`config.mk`:
```
export PLATFORM = sky130hd
export DESIGN_NAME = repeating_key_xor_crc32
export DESIGN_NICKNAME = d
export VERILOG_FILES = /design/src/rtl/rkxcrc_pkg.sv /design/src/rtl/repeating_key_xor_crc32.sv /design/src/rtl/rkxcrc_step.sv
export SDC_FILE = /design/constraint.sdc
export NUM_CORES = 1
export LEC_CHECK = 0
export BUFFER_PORTS_ARGS = -buffer_cell sky130_fd_sc_hd__buf_2
export CAP_MARGIN = 10
export CORE_UTILIZATION = 58
export DETAILED_ROUTE_END_ITERATION = 10
export HOLD_SLACK_MARGIN = 0.03
export PLACE_DENSITY = 0.83
export SLEW_MARGIN = 10
export SYNTH_ARGS = -nofsm -noshare
export SYNTH_HDL_FRONTEND = slang
export SYNTH_SLANG_ARGS = --single-unit
```
`constraint.sdc`:
```
create_clock -name clk_i -period 6.8 [get_ports clk_i]
set_input_delay 0.34 -clock clk_i [delete_from_list [all_inputs] [get_ports clk_i]]
set_output_delay 0.34 -clock clk_i [all_outputs]
set_load 0.01 [all_outputs]
```
`src/rtl/rkxcrc_pkg.sv`:
```
// Shared types and constants for the repeating-key XOR decryptor with CRC-32.
`default_nettype none

package rkxcrc_pkg;

  localparam int unsigned MaxKeyBytes = 16;
  localparam int unsigned KeyPosW     = $clog2(MaxKeyBytes);
  localparam int unsigned KeyLenW     = 5;
  localparam int unsigned CfgIdxW     = 3;
  localparam int unsigned CfgDataW    = 32;

  localparam logic [31:0] CrcPoly = 32'hEDB8_8320;
  localparam logic [31:0] CrcInit = 32'hFFFF_FFFF;

  // Register indexes on the configuration port
  localparam logic [CfgIdxW-1:0] CfgKey0   = 3'd0;
  localparam logic [CfgIdxW-1:0] CfgKey1   = 3'd1;
  localparam logic [CfgIdxW-1:0] CfgKey2   = 3'd2;
  localparam logic [CfgIdxW-1:0] CfgKey3   = 3'd3;
  localparam logic [CfgIdxW-1:0] CfgKeyLen = 3'd4;

  // Reset key "STarYZgr3DL11", byte 0 in the low bits of word 0
  localparam logic [31:0] KeyWord0Rst = 32'd1918981203;
  localparam logic [31:0] KeyWord1Rst = 32'd1919375961;
  localparam logic [31:0] KeyWord2Rst = 32'd827081779;
  localparam logic [31:0] KeyWord3Rst = 32'd49;
  localparam logic [KeyLenW-1:0] KeyLenRst = 5'd13;

  typedef logic [MaxKeyBytes-1:0][7:0] key_t;

  typedef struct packed {
    logic [7:0] cipher_byte;
    logic       frame_end;
  } req_t;

  typedef struct packed {
    logic [7:0]  plain_byte;
    logic [31:0] checksum;
    logic        frame_done;
  } rsp_t;

  // Running frame state: key position and CRC accumulator
  typedef struct packed {
    logic [KeyPosW-1:0] key_pos;
    logic [31:0]        crc;
  } frame_state_t;

endpackage

`default_nettype wire

```
`src/rtl/repeating_key_xor_crc32.sv`:
```
// Top level: repeating-key XOR decryptor with CRC-32 over each frame's plaintext.
`default_nettype none

// Decrypts a byte stream with a repeating key of 1 to 16 bytes and returns one
// response per request: the plaintext byte, and on a frame's last byte the
// final (inverted) reflected CRC-32 of all plaintext bytes in that frame, with
// checksum reading zero on every other response. After the last byte the key
// position returns to 0 and the CRC to all ones. Throughput is one byte per
// clock unless the output stalls, the response registered for the next cycle;
// the critical path is the key byte mux followed by the eight-step CRC XOR
// network feeding the response register. A request is taken whenever the
// response register is empty or being drained in the same cycle, so a stalled
// consumer only holds the input once one response is already waiting. Key
// words and key length are written through cfg_we_i/cfg_idx_i/cfg_wdata_i
// (index 0..3 key words, byte 0 in bits 7:0; index 4 key length, zero acts as
// one and above 16 as 16; other indexes are ignored) and should be changed only
// while the block is idle. Reset loads the key "STarYZgr3DL11" with length 13.
module repeating_key_xor_crc32 (
  input  var logic                              clk_i,
  input  var logic                              rst_ni,
  // request channel
  input  var logic                              in_valid_i,
  output logic                                  in_ready_o,
  input  var rkxcrc_pkg::req_t                  in_req_i,
  // response channel
  output logic                                  out_valid_o,
  input  var logic                              out_ready_i,
  output rkxcrc_pkg::rsp_t                      out_rsp_o,
  // configuration writes
  input  var logic                              cfg_we_i,
  input  var logic [rkxcrc_pkg::CfgIdxW-1:0]    cfg_idx_i,
  input  var logic [rkxcrc_pkg::CfgDataW-1:0]   cfg_wdata_i
);

  rkxcrc_pkg::key_t                  key_q;
  logic [rkxcrc_pkg::KeyLenW-1:0]    key_len_q;
  rkxcrc_pkg::frame_state_t          state_q, state_d;
  rkxcrc_pkg::rsp_t                  rsp_q, rsp_d;
  logic                              out_valid_q;
  logic                              in_fire;

  // Config registers: four 32-bit key words plus key length
  always_ff @(posedge clk_i or negedge rst_ni) begin
    if (!rst_ni) begin
      key_q[3:0]   <= rkxcrc_pkg::KeyWord0Rst;
      key_q[7:4]   <= rkxcrc_pkg::KeyWord1Rst;
      key_q[11:8]  <= rkxcrc_pkg::KeyWord2Rst;
      key_q[15:12] <= rkxcrc_pkg::KeyWord3Rst;
      key_len_q    <= rkxcrc_pkg::KeyLenRst;
    end else if (cfg_we_i) begin
      unique case (cfg_idx_i)
        rkxcrc_pkg::CfgKey0:   key_q[3:0]   <= cfg_wdata_i;
        rkxcrc_pkg::CfgKey1:   key_q[7:4]   <= cfg_wdata_i;
        rkxcrc_pkg::CfgKey2:   key_q[11:8]  <= cfg_wdata_i;
        rkxcrc_pkg::CfgKey3:   key_q[15:12] <= cfg_wdata_i;
        rkxcrc_pkg::CfgKeyLen: key_len_q    <= cfg_wdata_i[rkxcrc_pkg::KeyLenW-1:0];
        default: ;  // unmapped index: dropped
      endcase
    end
  end

  // Response register is free when empty or drained this cycle
  assign in_ready_o = !out_valid_q || out_ready_i;
  assign in_fire    = in_valid_i && in_ready_o;

  rkxcrc_step u_step (
    .key_i     (key_q),
    .key_len_i (key_len_q),
    .state_i   (state_q),
    .req_i     (in_req_i),
    .state_o   (state_d),
    .rsp_o     (rsp_d)
  );

  always_ff @(posedge clk_i or negedge rst_ni) begin
    if (!rst_ni) begin
      state_q.key_pos <= '0;
      state_q.crc     <= rkxcrc_pkg::CrcInit;
      out_valid_q     <= 1'b0;
    end else begin
      if (in_fire) begin
        state_q <= state_d;
      end
      if (in_ready_o) begin
        out_valid_q <= in_valid_i;
      end
    end
  end

  // Payload register, no reset needed
  always_ff @(posedge clk_i) begin
    if (in_fire) begin
      rsp_q <= rsp_d;
    end
  end

  assign out_valid_o = out_valid_q;
  assign out_rsp_o   = rsp_q;

  // A frame's last byte re-arms the key position and CRC
  assert property (@(posedge clk_i) disable iff (!rst_ni)
    in_fire && in_req_i.frame_end |=>
      state_q.key_pos == '0 && state_q.crc == rkxcrc_pkg::CrcInit)
    else $error("frame state not re-armed after last byte");

  // Checksum is zero on every response that is not a frame end
  assert property (@(posedge clk_i) disable iff (!rst_ni)
    out_valid_o && !out_rsp_o.frame_done |-> out_rsp_o.checksum == '0)
    else $error("nonzero checksum outside frame end");

  // Every accepted request yields a pending response next cycle
  assert property (@(posedge clk_i) disable iff (!rst_ni)
    in_fire |=> out_valid_o)
    else $error("accepted request produced no response");

endmodule

`default_nettype wire

```
`src/rtl/rkxcrc_step.sv`:
```
// Per-byte datapath: key byte select, XOR, CRC-32 byte fold and state advance.
`default_nettype none

module rkxcrc_step (
  input  var rkxcrc_pkg::key_t                   key_i,
  input  var logic [rkxcrc_pkg::KeyLenW-1:0]     key_len_i,
  input  var rkxcrc_pkg::frame_state_t           state_i,
  input  var rkxcrc_pkg::req_t                   req_i,
  output rkxcrc_pkg::frame_state_t               state_o,
  output rkxcrc_pkg::rsp_t                       rsp_o
);

  localparam logic [rkxcrc_pkg::KeyLenW-1:0] MaxLen =
    rkxcrc_pkg::KeyLenW'(rkxcrc_pkg::MaxKeyBytes);

  // Reflected CRC-32, eight bit steps
  function automatic logic [31:0] crc_fold(input logic [31:0] crc_in,
                                           input logic [7:0]  data);
    logic [31:0] c;
    c = crc_in ^ {24'd0, data};
    for (int b = 0; b < 8; b++) begin
      c = (c >> 1) ^ (c[0] ? rkxcrc_pkg::CrcPoly : 32'd0);
    end
    return c;
  endfunction

  logic [rkxcrc_pkg::KeyLenW-1:0] eff_len;
  logic [rkxcrc_pkg::KeyLenW-1:0] pos_inc;
  logic [7:0]                     plain;
  logic [31:0]                    crc_new;

  always_comb begin
    // length zero acts as one, anything above the key size is clamped
    priority if (key_len_i == '0) begin
      eff_len = rkxcrc_pkg::KeyLenW'(1);
    end else if (key_len_i > MaxLen) begin
      eff_len = MaxLen;
    end else begin
      eff_len = key_len_i;
    end
  end

  assign pos_inc = {1'b0, state_i.key_pos} + rkxcrc_pkg::KeyLenW'(1);
  assign plain   = req_i.cipher_byte ^ key_i[state_i.key_pos];
  assign crc_new = crc_fold(state_i.crc, plain);

  always_comb begin
    rsp_o.plain_byte = plain;
    if (req_i.frame_end) begin
      rsp_o.checksum   = ~crc_new;
      rsp_o.frame_done = 1'b1;
      state_o.key_pos  = '0;
      state_o.crc      = rkxcrc_pkg::CrcInit;
    end else begin
      rsp_o.checksum   = '0;
      rsp_o.frame_done = 1'b0;
      state_o.key_pos  = (pos_inc >= eff_len) ? '0 : pos_inc[rkxcrc_pkg::KeyPosW-1:0];
      state_o.crc      = crc_new;
    end
  end

endmodule

`default_nettype wire

```
==> flow_summary.json, run 1 <==
{
  "drc_errors": 0,
  "wl_per_cell_um": 19.9,
  "ir_worst_vdd_v": 0.000326,
  "wl_met2_um": 10300,
  "antenna_found_initial": 0,
  "io_pins": 92,
  "start_util_pct": 59.4,
  "synthTopCellsByCount": "mux2_2, dfrtp_1, dfstp_2",
  "port_buffers": 91,
  "final_util_pct": 67.8,
  "fin_cells": 980,
  "ys_ff_latch": 211,
  "setup_slack_ns": 3.05,
  "synth-compound-area-share_pct": 2.28,
  "gp_congestion": 0.899,
  "drt_iter0_drc": 329,
  "dr.max_layer_used": "met4",
  "netlist_area_um2": 9840,
  "yosysTopAreaCell": "dfrtp_1",
  "grt_util_all_layers_pct": 23.5,
  "grt_max_degree": 102,
  "cts.path.max_buffers": 3,
  "yosys.area_share.xor_xnor_pct": 9.27,
  "final_hold_viol_count": 0,
  "power_density_nw_per_um2": 545,
  "rr_startpoint": "state_q[34]",
  "dieHeight_um": 132,
  "arrival_ns": 4.00,
  "diodes": 0,
  "ys_seq_area_share_pct": 56.7,
  "firstDrtPassIters": 4,
  "clk_latency_ns": 0.49,
  "postCtsSetupRepairBufs": 0,
  "grt_pass1_vias": 6105,
  "multi_input_area_um2": 4130,
  "syn2layout_area_growth_pct": 14.2,
  "synth_top_family_by_area": "multiplexers",
  "syn_inst": 652,
  "synth-simple-area-share_pct": 4.30,
  "rows": 47,
  "required_ns": 7.05,
  "internal_power_mw": 3.93,
  "synth_mux_area_share_pct": 25.0,
  "num_vias": 5567,
  "htree_levels": 1,
  "synthTopCellsByArea": "dfrtp_1, dfstp_2, mux2_2, edfxtp_1, mux4_2",
  "total_leakage_power_nw": 4.52,
  "synth_fp_nets": 707,
  "ys.flop_type": "dfrtp_1",
  "viasPerCell": 5.68,
  "start_kind": "flip-flop",
  "worst_slew_pin_slew_ns": 1.21,
  "hp-class": "primary input to flip-flop",
  "synth_top_cell_area_share_pct": 22.6,
  "worstSetupStartpoint": "state_q[34]",
  "grt_pass1_wl_um": 32100,
  "dp_hpwl_um": 12900,
  "die_width_um": 132,
  "dp_slack_ns": 3.00,
  "clk_pin_slew_ns": 0.06,
  "post-route-period-util_pct": 55.1,
  "worstHoldStart": "in_valid_i",
  "rsz0062_at_grt": "false",
  "numCtsBuffers": 22,
  "cts_tree": "done",
  "swShare_pct": 36.0,
  "tns_ns": 0,
  "drv_cap": 0,
  "yosys.area_share.adder_pct": 0.763,
  "gr-total-overflow": 0,
  "cts_num_sinks": 211,
  "clkPwrFrac_pct": 18.6,
  "synthArstFlopShare_pct": 80.6,
  "dp.cells": 939,
  "finalSetupViolations": 0,
  "fin_nets": 799,
  "switchingPower_mw": 2.21,
  "wl_met1_um": 7900,
  "crit_path_end_kind": "flip-flop",
  "nFillCells": 1168,
  "ys_types": 36,
  "ys_warn_count": 0,
  "coreArea_um2": 16600,
  "cts_root_buffer": "clkbuf_16",
  "outcome": "complete, no violations",
  "postSynthAreaPerCell_um2": 15.1,
  "dieArea_um2": 17500,
  "cp_max_fo": 36,
  "seq_power_share_pct": 34.4,
  "ff_latch_area_um2": 5590,
  "p_comb_share_pct": 47.0,
  "drive_gt1_share_pct": 52.0,
  "synth.most_common_cell": "mux2_2",
  "fmax_mhz": 267,
  "detail-route-antenna-nets": 0,
  "wl_met3_um": 846,
  "fin_skew_ns": 0.0107,
  "period_minus_slack_ns": 3.75,
  "crit_type": "flip-flop to flip-flop",
  "slew_headroom_pct": 19.6,
  "slew_violations": 0,
  "wl_um": 19500,
  "synth_enable_flop_cells": 41
}
==> power by group through the flow <==
stage	clock [mW]	combinational [mW]	sequential (mW)
after floorplan	0	2.20	2.09
after global placement	0	2.78	2.11
after detailed placement	0	2.86	2.13
after CTS	1.17	2.89	2.11
after global routing	1.22	3.12	2.15
final	1.14	2.88	2.11
==> layout by cell type (no fill, tap or decap), types with 2 or more instances in the layout <==
cell type / instances
a21oi_1: 29
a22o_1: 3
and2_1: 28
buf_2: 90
buf_4: 9
clkbuf_1: 2
clkbuf_16: 23
clkbuf_8: 2
clkinv_1: 6
clkinv_2: 4
clkinv_4: 2
dfrtp_1: 88
dfstp_2: 81
edfxtp_1: 41
ha_1: 6
inv_1: 2
mux2_2: 133
mux2i_1: 24
mux4_2: 32
nand2_1: 7
nand2b_1: 4
nor2_1: 35
nor3_1: 2
nor4bb_4: 2
o21ai_0: 2
o22a_1: 4
xnor2_1: 43
xnor2_2: 6
xnor2_4: 2
xor2_1: 31
xor2_2: 4
==> per-layer routing <==
layer	up-vias	GRT usage [%]
met4	0	8.68
met3	36	3.92
met2	141	42.2
met1	2884	28.7
met5	-	0
li1	2506	-
==> worst paths after layout <==
kind	end	slack (ns)	depth (start not counted)
worst max-delay path	out_rsp_o[20]	3.05	9
worst min-delay path	out_valid_o	0.06	2
worst max register to register	out_rsp_o[20]	3.05	9
worst min register to register	key_q[116]	0.50	1
max in group asynchronous	state_q[34]	4.79	3
min in group asynchronous	key_q[106]	0.51	2
==> flip-flops by register name, indices dropped and copies added (netlist names) <==
name / flops
key_len_q: 5
key_q: 128
out_rsp_o: 41
out_valid_o: 1
state_q: 36
==> worst max-delay path: stages (launching register included) <==
cell	delay, ns
dfrtp_2	0.33
buf_4	0.55
mux4_2	0.60
mux2i_1	0.18
mux2i_1	0.22
xnor2_2	0.46
xor2_2	0.38
xnor3_1	0.43
xnor2_1	0.16
and2_1	0.17
==> cell families after synthesis <==
group	after synthesis
multiplexers	189
flip-flops	211
AO/OA/AOI/OAI	39
AND/OR/NAND/NOR	83
adder cells (fa/ha/maj)	6
buffers and inverters	36
XOR/XNOR	88
==> per-stage QoR <==
step                hold slack [ns]  area, um2  power, mW
floorplan                    0.0444       9840       4.29
global placement              0.467      10500       4.88
detailed placement            0.490      10500       4.99
CTS                          0.0515      11200       6.16
global route                 0.0591      11200       6.49
finish                       0.0605      11200       6.13
==> cell type report <==
type | instances | share of cell area, %
Clock buffer | 27 | 5.43
Clock inverter | 13 | 0.801
Inverter | 3 | 0.100
Multi-Input combinational cell | 405 | 36.7
Sequential cell | 211 | 49.7
Tap cell | 220 | 2.45
Timing Repair Buffer | 101 | 4.80
==> timing repair <==
item / in CTS / in global routing
resized for setup: 0 / 0
endpoints found under the hold margin: 65 / 0
hold buffers: 1 / 0
Power figures use the tool's default switching activity.
==> inputs of run 2 (changes only) <==
- clock period: 6.8 -> 3.8 ns (I/O delays scaled with it)
==> run 2 against run 1 <==
Fmax rose by 6.6%. Clock power is 77% higher. Sequential share of layout area fell by 2.0 points. Via count is 4.1% higher. Wire length rose by 3.4%. Die area did not move. Non-clock buffer count rose by 46. Clock-buffer cell count up 2. Register-to-register slack worse by 2.8 ns. First-iteration DRC count decreased by 13%. Combinational power rose by 84%. Worst hold slack got worse by 0.0075 ns. Highest routed layer unchanged.
==> flow_summary.json, run 2 (synthesis results as in run 1) <==
{
  "outcome": "complete, no violations",
  "cts_num_sinks": 211,
  "grt_max_degree": 96,
  "critical-path-max-stage-delay_ns": 0.63,
  "crit_chain": "buf_12, mux4_2, mux2i_1, mux2i_1, xnor2_2, xor2_2, xor2_1, xnor2_1, and2_1",
  "cts_tree": "done",
  "drv_cap": 0,
  "cp_top_family": "XOR/XNOR gates",
  "fmax_mhz": 284,
  "dieArea_um2": 17500,
  "multi_input_area_um2": 4130,
  "wl_um": 20200,
  "hp-class": "primary input to flip-flop",
  "port_buffers": 91,
  "ir_worst_vdd_v": 0.000733,
  "cts.path.max_buffers": 3,
  "p_comb_share_pct": 47.9,
  "drc_errors": 0,
  "cts_root_buffer": "clkbuf_16",
  "swShare_pct": 36.0,
  "coreArea_um2": 16600,
  "wl_per_cell_um": 19.7,
  "diodes": 0,
  "dp_hpwl_um": 13300,
  "seq_power_share_pct": 33.9,
  "start_kind": "flip-flop",
  "power_density_nw_per_um2": 945,
  "period_minus_slack_ns": 3.52,
  "gr-total-overflow": 0,
  "cp_max_fo": 11,
  "regMostFlops": "key_q",
  "detail-route-antenna-nets": 0,
  "fin_nets": 845,
  "num_vias": 5796,
  "grt_pass1_wl_um": 32900,
  "htree_levels": 1,
  "finalSetupViolations": 0,
  "crit_type": "flip-flop to flip-flop",
  "internal_power_mw": 7.09,
  "post-route-period-util_pct": 92.5,
  "post_cts_resized": 0,
  "antenna_found_initial": 0,
  "drt_iter0_drc": 287,
  "clk_pin_slew_ns": 0.06,
  "layout_common_cells": "mux2_2, buf_2, dfrtp_1",
  "viasPerCell": 5.65,
  "worst_slew_pin_slew_ns": 0.880,
  "slew_headroom_pct": 41.3,
  "cpMaxStageDelayCell": "dfrtp_2",
  "slew_violations": 0,
  "largest_reg_flops": 128,
  "whs_ns": 0.0530,
  "firstDrtPassIters": 5,
  "final_util_pct": 70.6,
  "required_ns": 4.05,
  "crit_path_frequent_cell": "mux2i_1",
  "crit_path_end_kind": "flip-flop",
  "total_leakage_power_nw": 4.72,
  "grt_pass1_vias": 6282,
  "power_mw": 11.1,
  "switchingPower_mw": 3.98,
  "gp_congestion": 0.881,
  "final_hold_viol_count": 0,
  "syn2layout_area_growth_pct": 18.9,
  "rows": 47,
  "final_common_cell": "mux2_2",
  "numCtsBuffers": 22,
  "clk_latency_ns": 0.52,
  "fin_skew_ns": 0.0229,
  "dieHeight_um": 132,
  "drive_gt1_share_pct": 50.5,
  "rsz0062_at_grt": "false",
  "die_width_um": 132,
  "nFillCells": 1109,
  "tns_ns": 0,
  "ff_latch_area_um2": 5590,
  "clkPwrFrac_pct": 18.2,
  "io_pins": 92,
  "arrival_ns": 3.77,
  "cp.buffers_inverters": 1,
  "grt_util_all_layers_pct": 24.1,
  "start_util_pct": 59.4
}
[run 2: repair_timing]
item                      in CTS  in global routing
hold endpoints to repair     185                  0
buffers inserted               0                  0
hold buffers                  39                  0
[run 2: power by group through the flow]
stage | registers [mW] | logic, mW | clock network [mW]
floorplan | 3.75 | 3.93 | 0
global placement | 3.73 | 5.09 | 0
detailed placement | 3.79 | 5.25 | 0
CTS | 3.76 | 5.32 | 2.06
global route | 3.82 | 5.75 | 2.14
finish | 3.75 | 5.30 | 2.02
[run 2: path summary, 6_finish.rpt]
| check | start | end | slack, ns | depth (start not counted) |
|---|---|---|---|---|
| worst max-delay path | state_q[34] | out_rsp_o[5] | 0.28 | 9 |
| worst min-delay path | in_req_i[7] | out_rsp_o[39] | 0.05 | 2 |
| worst max register to register | state_q[34] | out_rsp_o[5] | 0.28 | 9 |
| worst min register to register | key_q[26] | key_q[26] | 0.50 | 1 |
| max in group asynchronous | rst_ni | state_q[4] | 2.38 | 3 |
| min in group asynchronous | rst_ni | key_q[42] | 0.30 | 2 |
[run 2: routing by layer]
layer	part of all wire [%]	vias up	track usage (%)	routed length (um)
met4	2.0	0	7.47	395
met1	41	3013	29.8	8270
met2	53	142	43.7	10700
met3	4.0	32	3.54	800
met5	0	-	0	0
li1	-	2609	-	-
[run 2: area by class of cell]
cell class | instances | area share, %
multi-input combinational | 405 | 35.3
tap | 220 | 2.35
inverter | 3 | 0.0962
clock buffer | 29 | 5.27
timing repair buffer | 147 | 8.69
clock inverter | 11 | 0.598
sequential | 211 | 47.7
[run 2: per-stage QoR]
stage / setup slack [ns] / cell area (um2) / instances
global route: 0.0788 / 11700 / 1026
detailed placement: 0.281 / 10600 / 947
finish: 0.284 / 11700 / 1026
floorplan: 0.658 / 9840 / 652
global placement: 0.305 / 10600 / 947
CTS: 0.222 / 11700 / 1026
